`config.mk`:
```
export PLATFORM = sky130hd
export DESIGN_NAME = lmf_window_cell
export DESIGN_NICKNAME = d
export VERILOG_FILES = /design/src/hdl/lmf_pkg.sv /design/src/hdl/lmf_window_cell.sv
export SDC_FILE = /design/constraint.sdc
export NUM_CORES = 1
export LEC_CHECK = 0
export BUFFER_PORTS_ARGS = -buffer_cell sky130_fd_sc_hd__clkbuf_2
export CORE_MARGIN = 10
export CORE_UTILIZATION = 35
export CTS_BUF_LIST = sky130_fd_sc_hd__clkbuf_8
export DETAILED_ROUTE_END_ITERATION = 10
export SLEW_MARGIN = 40
export SYNTH_ARGS = -nofsm -noshare
export SYNTH_HDL_FRONTEND = slang
export SYNTH_SLANG_ARGS = --single-unit
```
`constraint.sdc`:
```
create_clock -name clk -period 5.95 [get_ports clk]
set_input_delay 0.8925 -clock clk [delete_from_list [all_inputs] [get_ports clk]]
set_output_delay 0.8925 -clock clk [all_outputs]
set_load 0.02 [all_outputs]
```
`src/hdl/lmf_pkg.sv`:
```
// Shared constants, types and register codes of the line mask flatness filter.
package lmf_pkg;

  // Largest supported image width; the line store depth follows from it.
  localparam int MAX_WIDTH  = 2048;
  localparam int MAX_HEIGHT = 2048;

  localparam int PIX_W     = 8;
  localparam int CFG_W     = 12;
  localparam int THR_W     = 11;
  localparam int ROW_W     = 11;
  localparam int OUT_COL_W = 11;
  localparam int COL_W     = $clog2(MAX_WIDTH);
  localparam int WIDTH_W   = $clog2(MAX_WIDTH + 1);
  localparam int SIZE_W    = (WIDTH_W > CFG_W) ? WIDTH_W : CFG_W;
  localparam int SUM_W     = PIX_W + 2;
  localparam int RESP_W    = SUM_W + 2;
  localparam int IDX_W     = 2;

  // Result queue sizing.
  localparam int QUEUE_DEPTH = 16;
  localparam int QA_W        = $clog2(QUEUE_DEPTH);
  localparam int QC_W        = QA_W + 1;
  localparam int MAX_PUSH    = 3;

  // Register indexes.
  localparam logic [IDX_W-1:0] REG_IMAGE_WIDTH    = 2'd0;
  localparam logic [IDX_W-1:0] REG_IMAGE_HEIGHT   = 2'd1;
  localparam logic [IDX_W-1:0] REG_FLAT_THRESHOLD = 2'd2;

  // Register reset values.
  localparam logic [CFG_W-1:0] RST_IMAGE_WIDTH    = 12'd640;
  localparam logic [CFG_W-1:0] RST_IMAGE_HEIGHT   = 12'd480;
  localparam logic [THR_W-1:0] RST_FLAT_THRESHOLD = 11'd30;

  localparam logic [PIX_W-1:0] PIX_MAX = 8'd255;

  // One window column: top, middle and bottom pixel.
  typedef logic [2:0][PIX_W-1:0] col_t;

  // Contents of one window cell: its column and the column sum.
  typedef struct packed {
    col_t             pix;
    logic [SUM_W-1:0] sum;
  } cell_t;

  // One result item.
  typedef struct packed {
    logic                 last;
    logic [OUT_COL_W-1:0] col;
    logic [ROW_W-1:0]     row;
    logic [PIX_W-1:0]     value;
  } result_t;

  // Up to three results handed to the queue in one cycle, in order.
  typedef struct packed {
    logic    [MAX_PUSH-1:0] valid;
    result_t [MAX_PUSH-1:0] item;
  } push_t;

endpackage

```
`src/hdl/lmf_window_cell.sv`:
```
// One cell of the 3x3 window chain: holds a pixel column and its sum.
module lmf_window_cell (
  input  logic           clk,
  input  logic           rst,
  input  logic           shift,
  input  lmf_pkg::col_t  col_in,
  output lmf_pkg::cell_t cell_out
);

  logic [lmf_pkg::SUM_W-1:0] col_sum;

  // Column sum of the incoming pixels.
  assign col_sum = lmf_pkg::SUM_W'(col_in[0]) + lmf_pkg::SUM_W'(col_in[1])
                 + lmf_pkg::SUM_W'(col_in[2]);

  // Take the incoming column and its sum on every shift.
  always_ff @(posedge clk) begin
    if (rst) begin
      cell_out <= '0;
    end else if (shift) begin
      cell_out.pix <= col_in;
      cell_out.sum <= col_sum;
    end
  end

endmodule

```
==> report_table.html, run 1 <==
<table>
<tr><th>Metric</th><th>Value</th></tr>
<tr><th colspan="2">Yosys</th></tr>
<tr><td>Fraction of registers with async set or reset after synthesis</td><td>0%</td></tr>
<tr><td>Mean Syn Cell Area</td><td>10.2 sq um</td></tr>
<tr><td>Post-synthesis cell type with the largest combined area</td><td>sky130_fd_sc_hd__dfxtp_1</td></tr>
<tr><td>Number of warning messages in the yosys log</td><td>0</td></tr>
<tr><td>Synth top area cells</td><td>sky130_fd_sc_hd__dfxtp_1 (39%), sky130_fd_sc_hd__mux2i_1 (15%), sky130_fd_sc_hd__fa_1 (10%)</td></tr>
<tr><td>Seq cells post-synth</td><td>34</td></tr>
<tr><td>Most instantiated library cell after synthesis</td><td>sky130_fd_sc_hd__dfxtp_1</td></tr>
<tr><td>Number of enable-type register cells in the synthesized netlist</td><td>0</td></tr>
<tr><td>Proportion of netlist area held by the largest area contributor</td><td>39.4%</td></tr>
<tr><td>Gate count of the mapped netlist</td><td>169</td></tr>
<tr><td>Sequential share of the synthesized area</td><td>39.4%</td></tr>
<tr><td>Post-synthesis cell type count</td><td>32</td></tr>
<tr><td>Number of nets produced by synthesis</td><td>212</td></tr>
<tr><td>Post-Syn Area</td><td>1730 sq um</td></tr>
<tr><td>Dominant register cell in the synthesized netlist</td><td>sky130_fd_sc_hd__dfxtp_1</td></tr>
<tr><td>Post-synth top cells</td><td>sky130_fd_sc_hd__dfxtp_1 (34), sky130_fd_sc_hd__nor2_1 (31), sky130_fd_sc_hd__mux2i_1 (26), sky130_fd_sc_hd__fa_1 (9), sky130_fd_sc_hd__inv_1 (9)</td></tr>
<tr><th colspan="2">Pwr</th></tr>
<tr><td>Net load switching power</td><td>0.000191 W</td></tr>
<tr><td>Clk pwr share</td><td>28.7%</td></tr>
<tr><td>LEAKAGE</td><td>1.07 nW</td></tr>
<tr><td>IR drop worst, VDD</td><td>0.143 mV</td></tr>
<tr><td>Switch share</td><td>31.8%</td></tr>
<tr><td>Pint</td><td>0.000411 W</td></tr>
<tr><td>Combinational group share of total power</td><td>28.8%</td></tr>
<tr><td>Portion of total power attributed to sequential cells</td><td>42.5%</td></tr>
<tr><td>Power density over the cells</td><td>277 nW/um^2</td></tr>
<tr><th colspan="2">Placed design</th></tr>
<tr><td>Cell Count Post-Placement</td><td>288</td></tr>
<tr><td>Gp weighted congestion</td><td>0.749</td></tr>
<tr><td>Post-placement cell area</td><td>2080 sq um</td></tr>
<tr><td>DP HPWL</td><td>3010 um</td></tr>
<tr><td>Total of buffers placed on input and output ports</td><td>60</td></tr>
<tr><th colspan="2">Clock tree</th></tr>
<tr><td>Clock latency reported for the late side of the worst-skew pair</td><td>0.28 ns</td></tr>
<tr><td>Post CTS Setup Buffer Count</td><td>0</td></tr>
<tr><td>Clock tree from TritonCTS</td><td>done</td></tr>
<tr><td>Number of H-tree levels</td><td>2</td></tr>
<tr><td>Post-cts hold buffer count</td><td>0</td></tr>
<tr><td>Worst-path clk slew</td><td>0.07 ns</td></tr>
<tr><td>Cells resized by post-CTS repair</td><td>0</td></tr>
<tr><td>Clock sinks</td><td>34</td></tr>
<tr><td>Maximum buffer depth of the clock tree</td><td>2</td></tr>
<tr><td>Root Driver</td><td>sky130_fd_sc_hd__clkbuf_8</td></tr>
<tr><td>Number of buffers created by CTS</td><td>5</td></tr>
<tr><th colspan="2">Timing</th></tr>
<tr><td>Maximum operating frequency</td><td>0.357 GHz</td></tr>
<tr><td>RSZ-0062 raised after global routing</td><td>no</td></tr>
<tr><td>Slew @ Worst Pin</td><td>0.719 ns</td></tr>
<tr><td>Count of endpoints failing hold in the final timing report</td><td>0</td></tr>
<tr><td>Fraction of the cycle the final worst path needs</td><td>47.1%</td></tr>
<tr><td>Slew Limit Headroom</td><td>52.1%</td></tr>
<tr><td>WHS</td><td>0.478 ns</td></tr>
<tr><td>Post-layout minimum cycle time</td><td>2.80 ns</td></tr>
<tr><td>Summed negative setup slack over all endpoints</td><td>0 ns</td></tr>
<tr><td>Largest clock skew in the final design</td><td>0 ns</td></tr>
<tr><td>Setup violations, final</td><td>0</td></tr>
<tr><td>Number of max-slew violations in the final report</td><td>0</td></tr>
<tr><th colspan="2">Status</th></tr>
<tr><td>Outcome</td><td>completed</td></tr>
<tr><th colspan="2">Global route</th></tr>
<tr><td>Wire length of the first global-routing pass</td><td>6760 um</td></tr>
<tr><td>Maximum number of pins on one net before global-route repair</td><td>45</td></tr>
<tr><td>Global-route congestion overflow total</td><td>0</td></tr>
<tr><td>GRT Util Overall</td><td>9.89%</td></tr>
<tr><td>Initial antenna violation count</td><td>0</td></tr>
<tr><td>Vias in the first global route</td><td>1464</td></tr>
<tr><th colspan="2">Die</th></tr>
<tr><td>Height of the die</td><td>90.3 um</td></tr>
<tr><td>Site Rows</td><td>25</td></tr>
<tr><td>Number of ports placed on the die boundary</td><td>61</td></tr>
<tr><td>Core area</td><td>4750 sq um</td></tr>
<tr><td>Width of the die</td><td>90.3 um</td></tr>
<tr><td>Starting density of the core</td><td>36.3%</td></tr>
<tr><td>Die area</td><td>8150 sq um</td></tr>
<tr><th colspan="2">Hold path</th></tr>
<tr><td>Worst min-delay path class</td><td>reg -&gt; reg</td></tr>
<tr><th colspan="2">Setup path</th></tr>
<tr><td>Critical path fanouts, max</td><td>3</td></tr>
<tr><td>Arrival time at the worst endpoint</td><td>2.95 ns</td></tr>
<tr><td>Series of cell instances along the critical path</td><td>clkbuf_2 -&gt; fa_1 -&gt; ha_1 -&gt; fa_1 -&gt; a211oi_2 -&gt; o21bai_1 -&gt; a211oi_1 -&gt; o32ai_1</td></tr>
<tr><td>Worst EP required</td><td>6.10 ns</td></tr>
<tr><td>Cell type with the highest occurrence count on the critical path</td><td>sky130_fd_sc_hd__fa_1</td></tr>
<tr><td>Critical path startpoint category</td><td>input pin</td></tr>
<tr><td>Crit. End Element</td><td>flip-flop</td></tr>
<tr><td>Slowest CP cell</td><td>sky130_fd_sc_hd__fa_1</td></tr>
<tr><td>Delay of the slowest critical-path stage</td><td>0.48 ns</td></tr>
<tr><td>Type of the worst setup path</td><td>in -&gt; reg</td></tr>
<tr><th colspan="2">Routing</th></tr>
<tr><td>Detail-routed via count per cell</td><td>4.65</td></tr>
<tr><td>Number of vias after detailed routing</td><td>1377</td></tr>
<tr><td>Final antenna-violating net count</td><td>0</td></tr>
<tr><td>Initial DRT Pass Iterations</td><td>4</td></tr>
<tr><td>Detailed-route DRC error count</td><td>0</td></tr>
<tr><td>Final wirelength</td><td>3970 um</td></tr>
<tr><td>Routed wirelength normalized by instance count</td><td>13.4 um</td></tr>
<tr><td>First-iteration detailed-routing DRC count</td><td>56</td></tr>
<tr><th colspan="2">Layout</th></tr>
<tr><td>Number of standard cells in the final layout excluding fillers</td><td>296</td></tr>
<tr><td>Final net count</td><td>271</td></tr>
<tr><td>Reg with most FFs</td><td>cell_out</td></tr>
<tr><td>Cell area after layout</td><td>2170 sq um</td></tr>
<tr><td>Fraction of final layout cells sized beyond drive strength 1</td><td>32.3%</td></tr>
<tr><td>Register cell area after layout</td><td>681 sq um</td></tr>
<tr><td>Total area of multi-input combinational cells</td><td>973 sq um</td></tr>
<tr><td>Layout area overhead</td><td>25.6%</td></tr>
<tr><td>Filler cell count in the final layout</td><td>510</td></tr>
<tr><td>Registers with the most flip-flops</td><td>cell_out x34</td></tr>
<tr><td>Number of diodes added for antenna fixing</td><td>0</td></tr>
<tr><td>Number of flip-flops in the largest register</td><td>34</td></tr>
<tr><th colspan="2">Job</th></tr>
<tr><td>Number of violations of the max-capacitance limit</td><td>0</td></tr>
</table>
cell type report:
cell class | count | share of cell area [%]
clock inverter | 2 | 0.403
clock buffer | 6 | 3.80
timing repair buffer | 61 | 14.2
sequential | 34 | 31.4
tap | 67 | 3.86
inverter | 9 | 1.56
multi-input combinational | 117 | 44.8
placed cells by master (no fill, tap or decap):
cell type,count
sky130_fd_sc_hd__a21o_1,3
sky130_fd_sc_hd__or2_2,1
sky130_fd_sc_hd__inv_1,10
sky130_fd_sc_hd__a211oi_1,3
sky130_fd_sc_hd__o21a_1,1
sky130_fd_sc_hd__o21ai_0,2
sky130_fd_sc_hd__buf_2,1
sky130_fd_sc_hd__mux2i_1,26
sky130_fd_sc_hd__nor2_1,31
sky130_fd_sc_hd__a21oi_1,4
sky130_fd_sc_hd__fa_1,9
sky130_fd_sc_hd__o221ai_1,1
sky130_fd_sc_hd__a31oi_1,1
sky130_fd_sc_hd__nor3_1,1
sky130_fd_sc_hd__o21ai_1,3
sky130_fd_sc_hd__xnor2_1,1
sky130_fd_sc_hd__clkinv_2,1
sky130_fd_sc_hd__a211oi_2,2
sky130_fd_sc_hd__nand3b_1,1
sky130_fd_sc_hd__nor4_2,1
sky130_fd_sc_hd__dfxtp_1,34
sky130_fd_sc_hd__nand3_1,2
sky130_fd_sc_hd__clkbuf_8,6
sky130_fd_sc_hd__o32ai_1,1
sky130_fd_sc_hd__a211o_1,1
sky130_fd_sc_hd__nand4bb_2,1
sky130_fd_sc_hd__nand2b_1,2
sky130_fd_sc_hd__o21bai_1,4
sky130_fd_sc_hd__nor2b_1,2
sky130_fd_sc_hd__nor3b_1,4
sky130_fd_sc_hd__ha_1,7
sky130_fd_sc_hd__a311oi_2,1
sky130_fd_sc_hd__o211ai_1,1
sky130_fd_sc_hd__buf_4,1
sky130_fd_sc_hd__clkbuf_2,59
critical path: cells and delay by family:
kind,cells,cell delay (ns)
AO/OA/AOI/OAI,4,0.77
adder cells (fa/ha/maj),3,1.18
buffers and inverters,1,0.10
power groups by stage:
| stage | logic [W] | clock network [W] | registers, W |
|---|---|---|---|
| after floorplan | 0.000101 | 0 | 0.000283 |
| after global placement | 0.000176 | 0 | 0.000261 |
| after detailed placement | 0.000176 | 0 | 0.000261 |
| after CTS | 0.000177 | 0.000180 | 0.000256 |
| after global routing | 0.000196 | 0.000193 | 0.000259 |
| final | 0.000174 | 0.000173 | 0.000256 |
worst paths after layout:
path,from,to,slack [ns],cells past startpoint
min reg2reg,cell_out[4]$_SDFFE_PP0P_,cell_out[4]$_SDFFE_PP0P_,0.48,2
max,col_in[1],cell_out[7]$_SDFFE_PP0P_,3.15,8
min,cell_out[4]$_SDFFE_PP0P_,cell_out[4]$_SDFFE_PP0P_,0.48,2
max reg2reg,cell_out[6]$_SDFFE_PP0P_,cell_out[6]$_SDFFE_PP0P_,5.12,3
per-layer routing:
metal  GRT usage [%]  wire length (um)  share of wire, %  vias to the layer above
li1                -                 -                 -                      701
met1            11.5              1750                44                      624
met2            15.4              1830                46                       45
met3            4.57               331               8.3                        7
met4            3.98                54               1.4                        0
met5               0                 0                 0                        -
cell families (layout without fill, tap and decap cells):
group	count (synthesis)	count (layout)	share of synthesized area [%]
buffers and inverters	18	78	4.27
XOR/XNOR	1	1	0.507
AND/OR/NAND/NOR	46	46	13.3
AO/OA/AOI/OAI	28	28	12.0
flip-flops	34	34	39.4
adder cells (fa/ha/maj)	16	16	15.5
multiplexers	26	26	15.1
per-stage QoR:
stage / power [W] / setup slack, ns / utilization [%]
after floorplan: 0.000384 / 3.10 / -
after global placement: 0.000436 / 2.87 / 43.7
after detailed placement: 0.000437 / 2.85 / 43.7
after CTS: 0.000613 / 3.15 / 45.7
after global routing: 0.000647 / 3.06 / 45.7
final: 0.000602 / 3.15 / 45.7
(Power assumes the default switching activity.)
==> run 2: changes to the inputs <==
Clock period 5.95 ns to 2.35 ns, I/O delays scaled along.
==> run 2 against run 1 <==
Net effect: clock power up 120%; die area unchanged; clock skew unchanged.
==> report_table.html, run 2 (synthesized netlist as in run 1, its figures left out) <==
<table>
<tr><th>Metric</th><th>Value</th></tr>
<tr><th colspan="2">Die</th></tr>
<tr><td>Starting density of the core</td><td>36.3%</td></tr>
<tr><td>Height of the die</td><td>90.3 um</td></tr>
<tr><td>Core area</td><td>4750 sq um</td></tr>
<tr><td>Width of the die</td><td>90.3 um</td></tr>
<tr><td>Number of ports placed on the die boundary</td><td>61</td></tr>
<tr><td>Site Rows</td><td>25</td></tr>
<tr><td>Die area</td><td>8150 sq um</td></tr>
<tr><th colspan="2">Setup path</th></tr>
<tr><td>Cell type with the highest occurrence count on the critical path</td><td>sky130_fd_sc_hd__fa_1</td></tr>
<tr><td>Largest delay share family, worst path</td><td>adder cells</td></tr>
<tr><td>Critical register-to-register path endpoint</td><td>cell_out[6]$_SDFFE_PP0P_</td></tr>
<tr><td>Crit. End Element</td><td>flip-flop</td></tr>
<tr><td>Critical path fanouts, max</td><td>3</td></tr>
<tr><td>Arrival time at the worst endpoint</td><td>2.33 ns</td></tr>
<tr><td>Buf/Inv on CP</td><td>1</td></tr>
<tr><td>Type of the worst setup path</td><td>in -&gt; reg</td></tr>
<tr><td>Worst EP required</td><td>2.48 ns</td></tr>
<tr><td>Slack of the worst reg-to-reg path</td><td>1.53 ns</td></tr>
<tr><td>Series of cell instances along the critical path</td><td>clkbuf_2 -&gt; fa_1 -&gt; ha_1 -&gt; fa_1 -&gt; a211oi_2 -&gt; o21bai_1 -&gt; a211oi_1 -&gt; o32ai_1</td></tr>
<tr><td>Slowest CP cell</td><td>sky130_fd_sc_hd__fa_1</td></tr>
<tr><td>Critical R2R Launch</td><td>cell_out[6]$_SDFFE_PP0P_</td></tr>
<tr><td>Delay of the slowest critical-path stage</td><td>0.48 ns</td></tr>
<tr><td>Critical path startpoint category</td><td>input pin</td></tr>
<tr><td>Register-to-Register Path Depth</td><td>3</td></tr>
<tr><th colspan="2">Timing</th></tr>
<tr><td>Number of max-slew violations in the final report</td><td>0</td></tr>
<tr><td>Fraction of the cycle the final worst path needs</td><td>93.7%</td></tr>
<tr><td>Slew @ Worst Pin</td><td>0.776 ns</td></tr>
<tr><td>Count of endpoints failing hold in the final timing report</td><td>0</td></tr>
<tr><td>Post-layout minimum cycle time</td><td>2.20 ns</td></tr>
<tr><td>Maximum operating frequency</td><td>0.454 GHz</td></tr>
<tr><td>Setup violations, final</td><td>0</td></tr>
<tr><td>RSZ-0062 raised after global routing</td><td>no</td></tr>
<tr><td>Slew Limit Headroom</td><td>48.3%</td></tr>
<tr><td>Largest clock skew in the final design</td><td>0 ns</td></tr>
<tr><th colspan="2">Clock tree</th></tr>
<tr><td>Maximum buffer depth of the clock tree</td><td>2</td></tr>
<tr><td>Clock latency reported for the late side of the worst-skew pair</td><td>0.27 ns</td></tr>
<tr><td>Cells resized by post-CTS repair</td><td>0</td></tr>
<tr><td>Number of H-tree levels</td><td>2</td></tr>
<tr><td>Number of buffers created by CTS</td><td>5</td></tr>
<tr><td>Root Driver</td><td>sky130_fd_sc_hd__clkbuf_8</td></tr>
<tr><td>Post-cts hold buffer count</td><td>0</td></tr>
<tr><td>Worst-path clk slew</td><td>0.07 ns</td></tr>
<tr><td>Post CTS Setup Buffer Count</td><td>0</td></tr>
<tr><td>Clock sinks</td><td>34</td></tr>
<tr><td>Clock tree from TritonCTS</td><td>done</td></tr>
<tr><th colspan="2">Hold path</th></tr>
<tr><td>Hold_sp</td><td>col_in[23]</td></tr>
<tr><td>Terminating pin of the worst hold path</td><td>cell_out[33]$_SDFFE_PP0P_</td></tr>
<tr><td>Worst min-delay path class</td><td>in -&gt; reg</td></tr>
<tr><td>Worst hold path depth</td><td>3</td></tr>
<tr><th colspan="2">Global route</th></tr>
<tr><td>GRT Util Overall</td><td>9.84%</td></tr>
<tr><td>Global-route congestion overflow total</td><td>0</td></tr>
<tr><td>Vias in the first global route</td><td>1455</td></tr>
<tr><td>Wire length of the first global-routing pass</td><td>6760 um</td></tr>
<tr><td>Maximum number of pins on one net before global-route repair</td><td>29</td></tr>
<tr><td>Initial antenna violation count</td><td>0</td></tr>
<tr><th colspan="2">Layout</th></tr>
<tr><td>Number of flip-flops in the largest register</td><td>34</td></tr>
<tr><td>Number of standard cells in the final layout excluding fillers</td><td>299</td></tr>
<tr><td>Reg with most FFs</td><td>cell_out</td></tr>
<tr><td>Fraction of final layout cells sized beyond drive strength 1</td><td>32.8%</td></tr>
<tr><td>Final net count</td><td>275</td></tr>
<tr><td>Filler cell count in the final layout</td><td>504</td></tr>
<tr><td>Leading cell types in the layout, fill and taps excluded</td><td>sky130_fd_sc_hd__clkbuf_2 (60), sky130_fd_sc_hd__dfxtp_1 (34), sky130_fd_sc_hd__nor2_1 (31), sky130_fd_sc_hd__mux2i_1 (26), sky130_fd_sc_hd__inv_1 (11)</td></tr>
<tr><td>Layout area overhead</td><td>27.2%</td></tr>
<tr><td>Most common cell after layout, fill and taps aside</td><td>sky130_fd_sc_hd__clkbuf_2</td></tr>
<tr><td>Number of diodes added for antenna fixing</td><td>0</td></tr>
<tr><td>Registers with the most flip-flops</td><td>cell_out x34</td></tr>
<tr><th colspan="2">Placed design</th></tr>
<tr><td>Gp weighted congestion</td><td>0.807</td></tr>
<tr><td>Cell Count Post-Placement</td><td>292</td></tr>
<tr><td>DP HPWL</td><td>3130 um</td></tr>
<tr><td>Total of buffers placed on input and output ports</td><td>60</td></tr>
<tr><th colspan="2">Pwr</th></tr>
<tr><td>IR drop worst, VDD</td><td>0.332 mV</td></tr>
<tr><td>LEAKAGE</td><td>1.09 nW</td></tr>
<tr><td>Pwr Total</td><td>0.00149 W</td></tr>
<tr><td>Power density over the cells</td><td>677 nW/um^2</td></tr>
<tr><th colspan="2">Routing</th></tr>
<tr><td>Final wirelength</td><td>3910 um</td></tr>
<tr><td>Number of vias after detailed routing</td><td>1372</td></tr>
<tr><td>Detail-routed via count per cell</td><td>4.59</td></tr>
<tr><td>Detailed-route DRC error count</td><td>0</td></tr>
<tr><td>First-iteration detailed-routing DRC count</td><td>28</td></tr>
<tr><td>Initial DRT Pass Iterations</td><td>4</td></tr>
<tr><td>Final antenna-violating net count</td><td>0</td></tr>
<tr><td>Routed wirelength normalized by instance count</td><td>13.1 um</td></tr>
<tr><th colspan="2">Job</th></tr>
<tr><td>Number of violations of the max-capacitance limit</td><td>0</td></tr>
<tr><th colspan="2">Status</th></tr>
<tr><td>Outcome</td><td>completed</td></tr>
</table>
==> run 2: cell types whose count changed in the layout (fill, tap and decap cells not counted), sizes merged <==
cell	before	now
clkinv	1	0
buf	2	5
inv	10	11
==> run 2: stage by stage <==
step	worst slack (ns)	setup TNS (ns)	area (sq um)	util (%)	hold WS (ns)
2_1_floorplan	0.0375	0	1730	-	0.500
3_3_place_gp	-0.119	-0.150	2120	44.6	0.461
3_5_place_dp	-0.134	-0.160	2120	44.6	0.467
4_1_cts	0.148	0	2200	46.2	0.321
5_1_grt	0.0608	0	2200	46.2	0.354
6_report	0.148	0	2200	46.2	0.324
==> run 2: final cells by class <==
cell class | count | area (sq um) | share of cell area (%)
clock buffer | 5 | 68.8 | 3.13
clock inverter | 2 | 7.51 | 0.341
inverter | 9 | 33.8 | 1.54
multi-input combinational | 117 | 973 | 44.3
sequential | 34 | 681 | 31.0
tap | 67 | 83.8 | 3.81
timing repair buffer | 65 | 350 | 15.9
==> run 2: where the power goes <==
| part | switching [W] | internal (W) | leakage [nW] |
|---|---|---|---|
| sequential | 0.0000224 | 0.000624 | 0.281 |
| combinational | 0.000258 | 0.000196 | 0.759 |
| clock | 0.000192 | 0.000195 | 0.0466 |
| total | 0.000472 | 0.00102 | 1.09 |
==> run 2: worst max path at each step <==
stage,startpoint,to,cells past startpoint
4_1_cts,col_in[1],cell_out[7]$_SDFFE_PP0P_,8
2_1_floorplan,col_in[1],cell_out[7]$_SDFFE_PP0P_,7
6_report,col_in[1],cell_out[7]$_SDFFE_PP0P_,8
5_1_grt,col_in[1],cell_out[7]$_SDFFE_PP0P_,8
3_3_place_gp,col_in[1],cell_out[7]$_SDFFE_PP0P_,8
3_5_place_dp,col_in[1],cell_out[7]$_SDFFE_PP0P_,8
==> run 2: worst register-to-register path, cell delays in order, from the launching register on <==
cell and delay [ns]:
sky130_fd_sc_hd__dfxtp_1 0.32, sky130_fd_sc_hd__nor3b_1 0.13, sky130_fd_sc_hd__a31oi_1 0.17, sky130_fd_sc_hd__nand3b_1 0.09
==> run 2: per-layer routing <==
layer  part of all wire, %  GRT usage, %
met5                     0             0
met2                    47          15.8
met3                   7.3          4.24
met1                    45          11.4
met4                  0.97          3.58
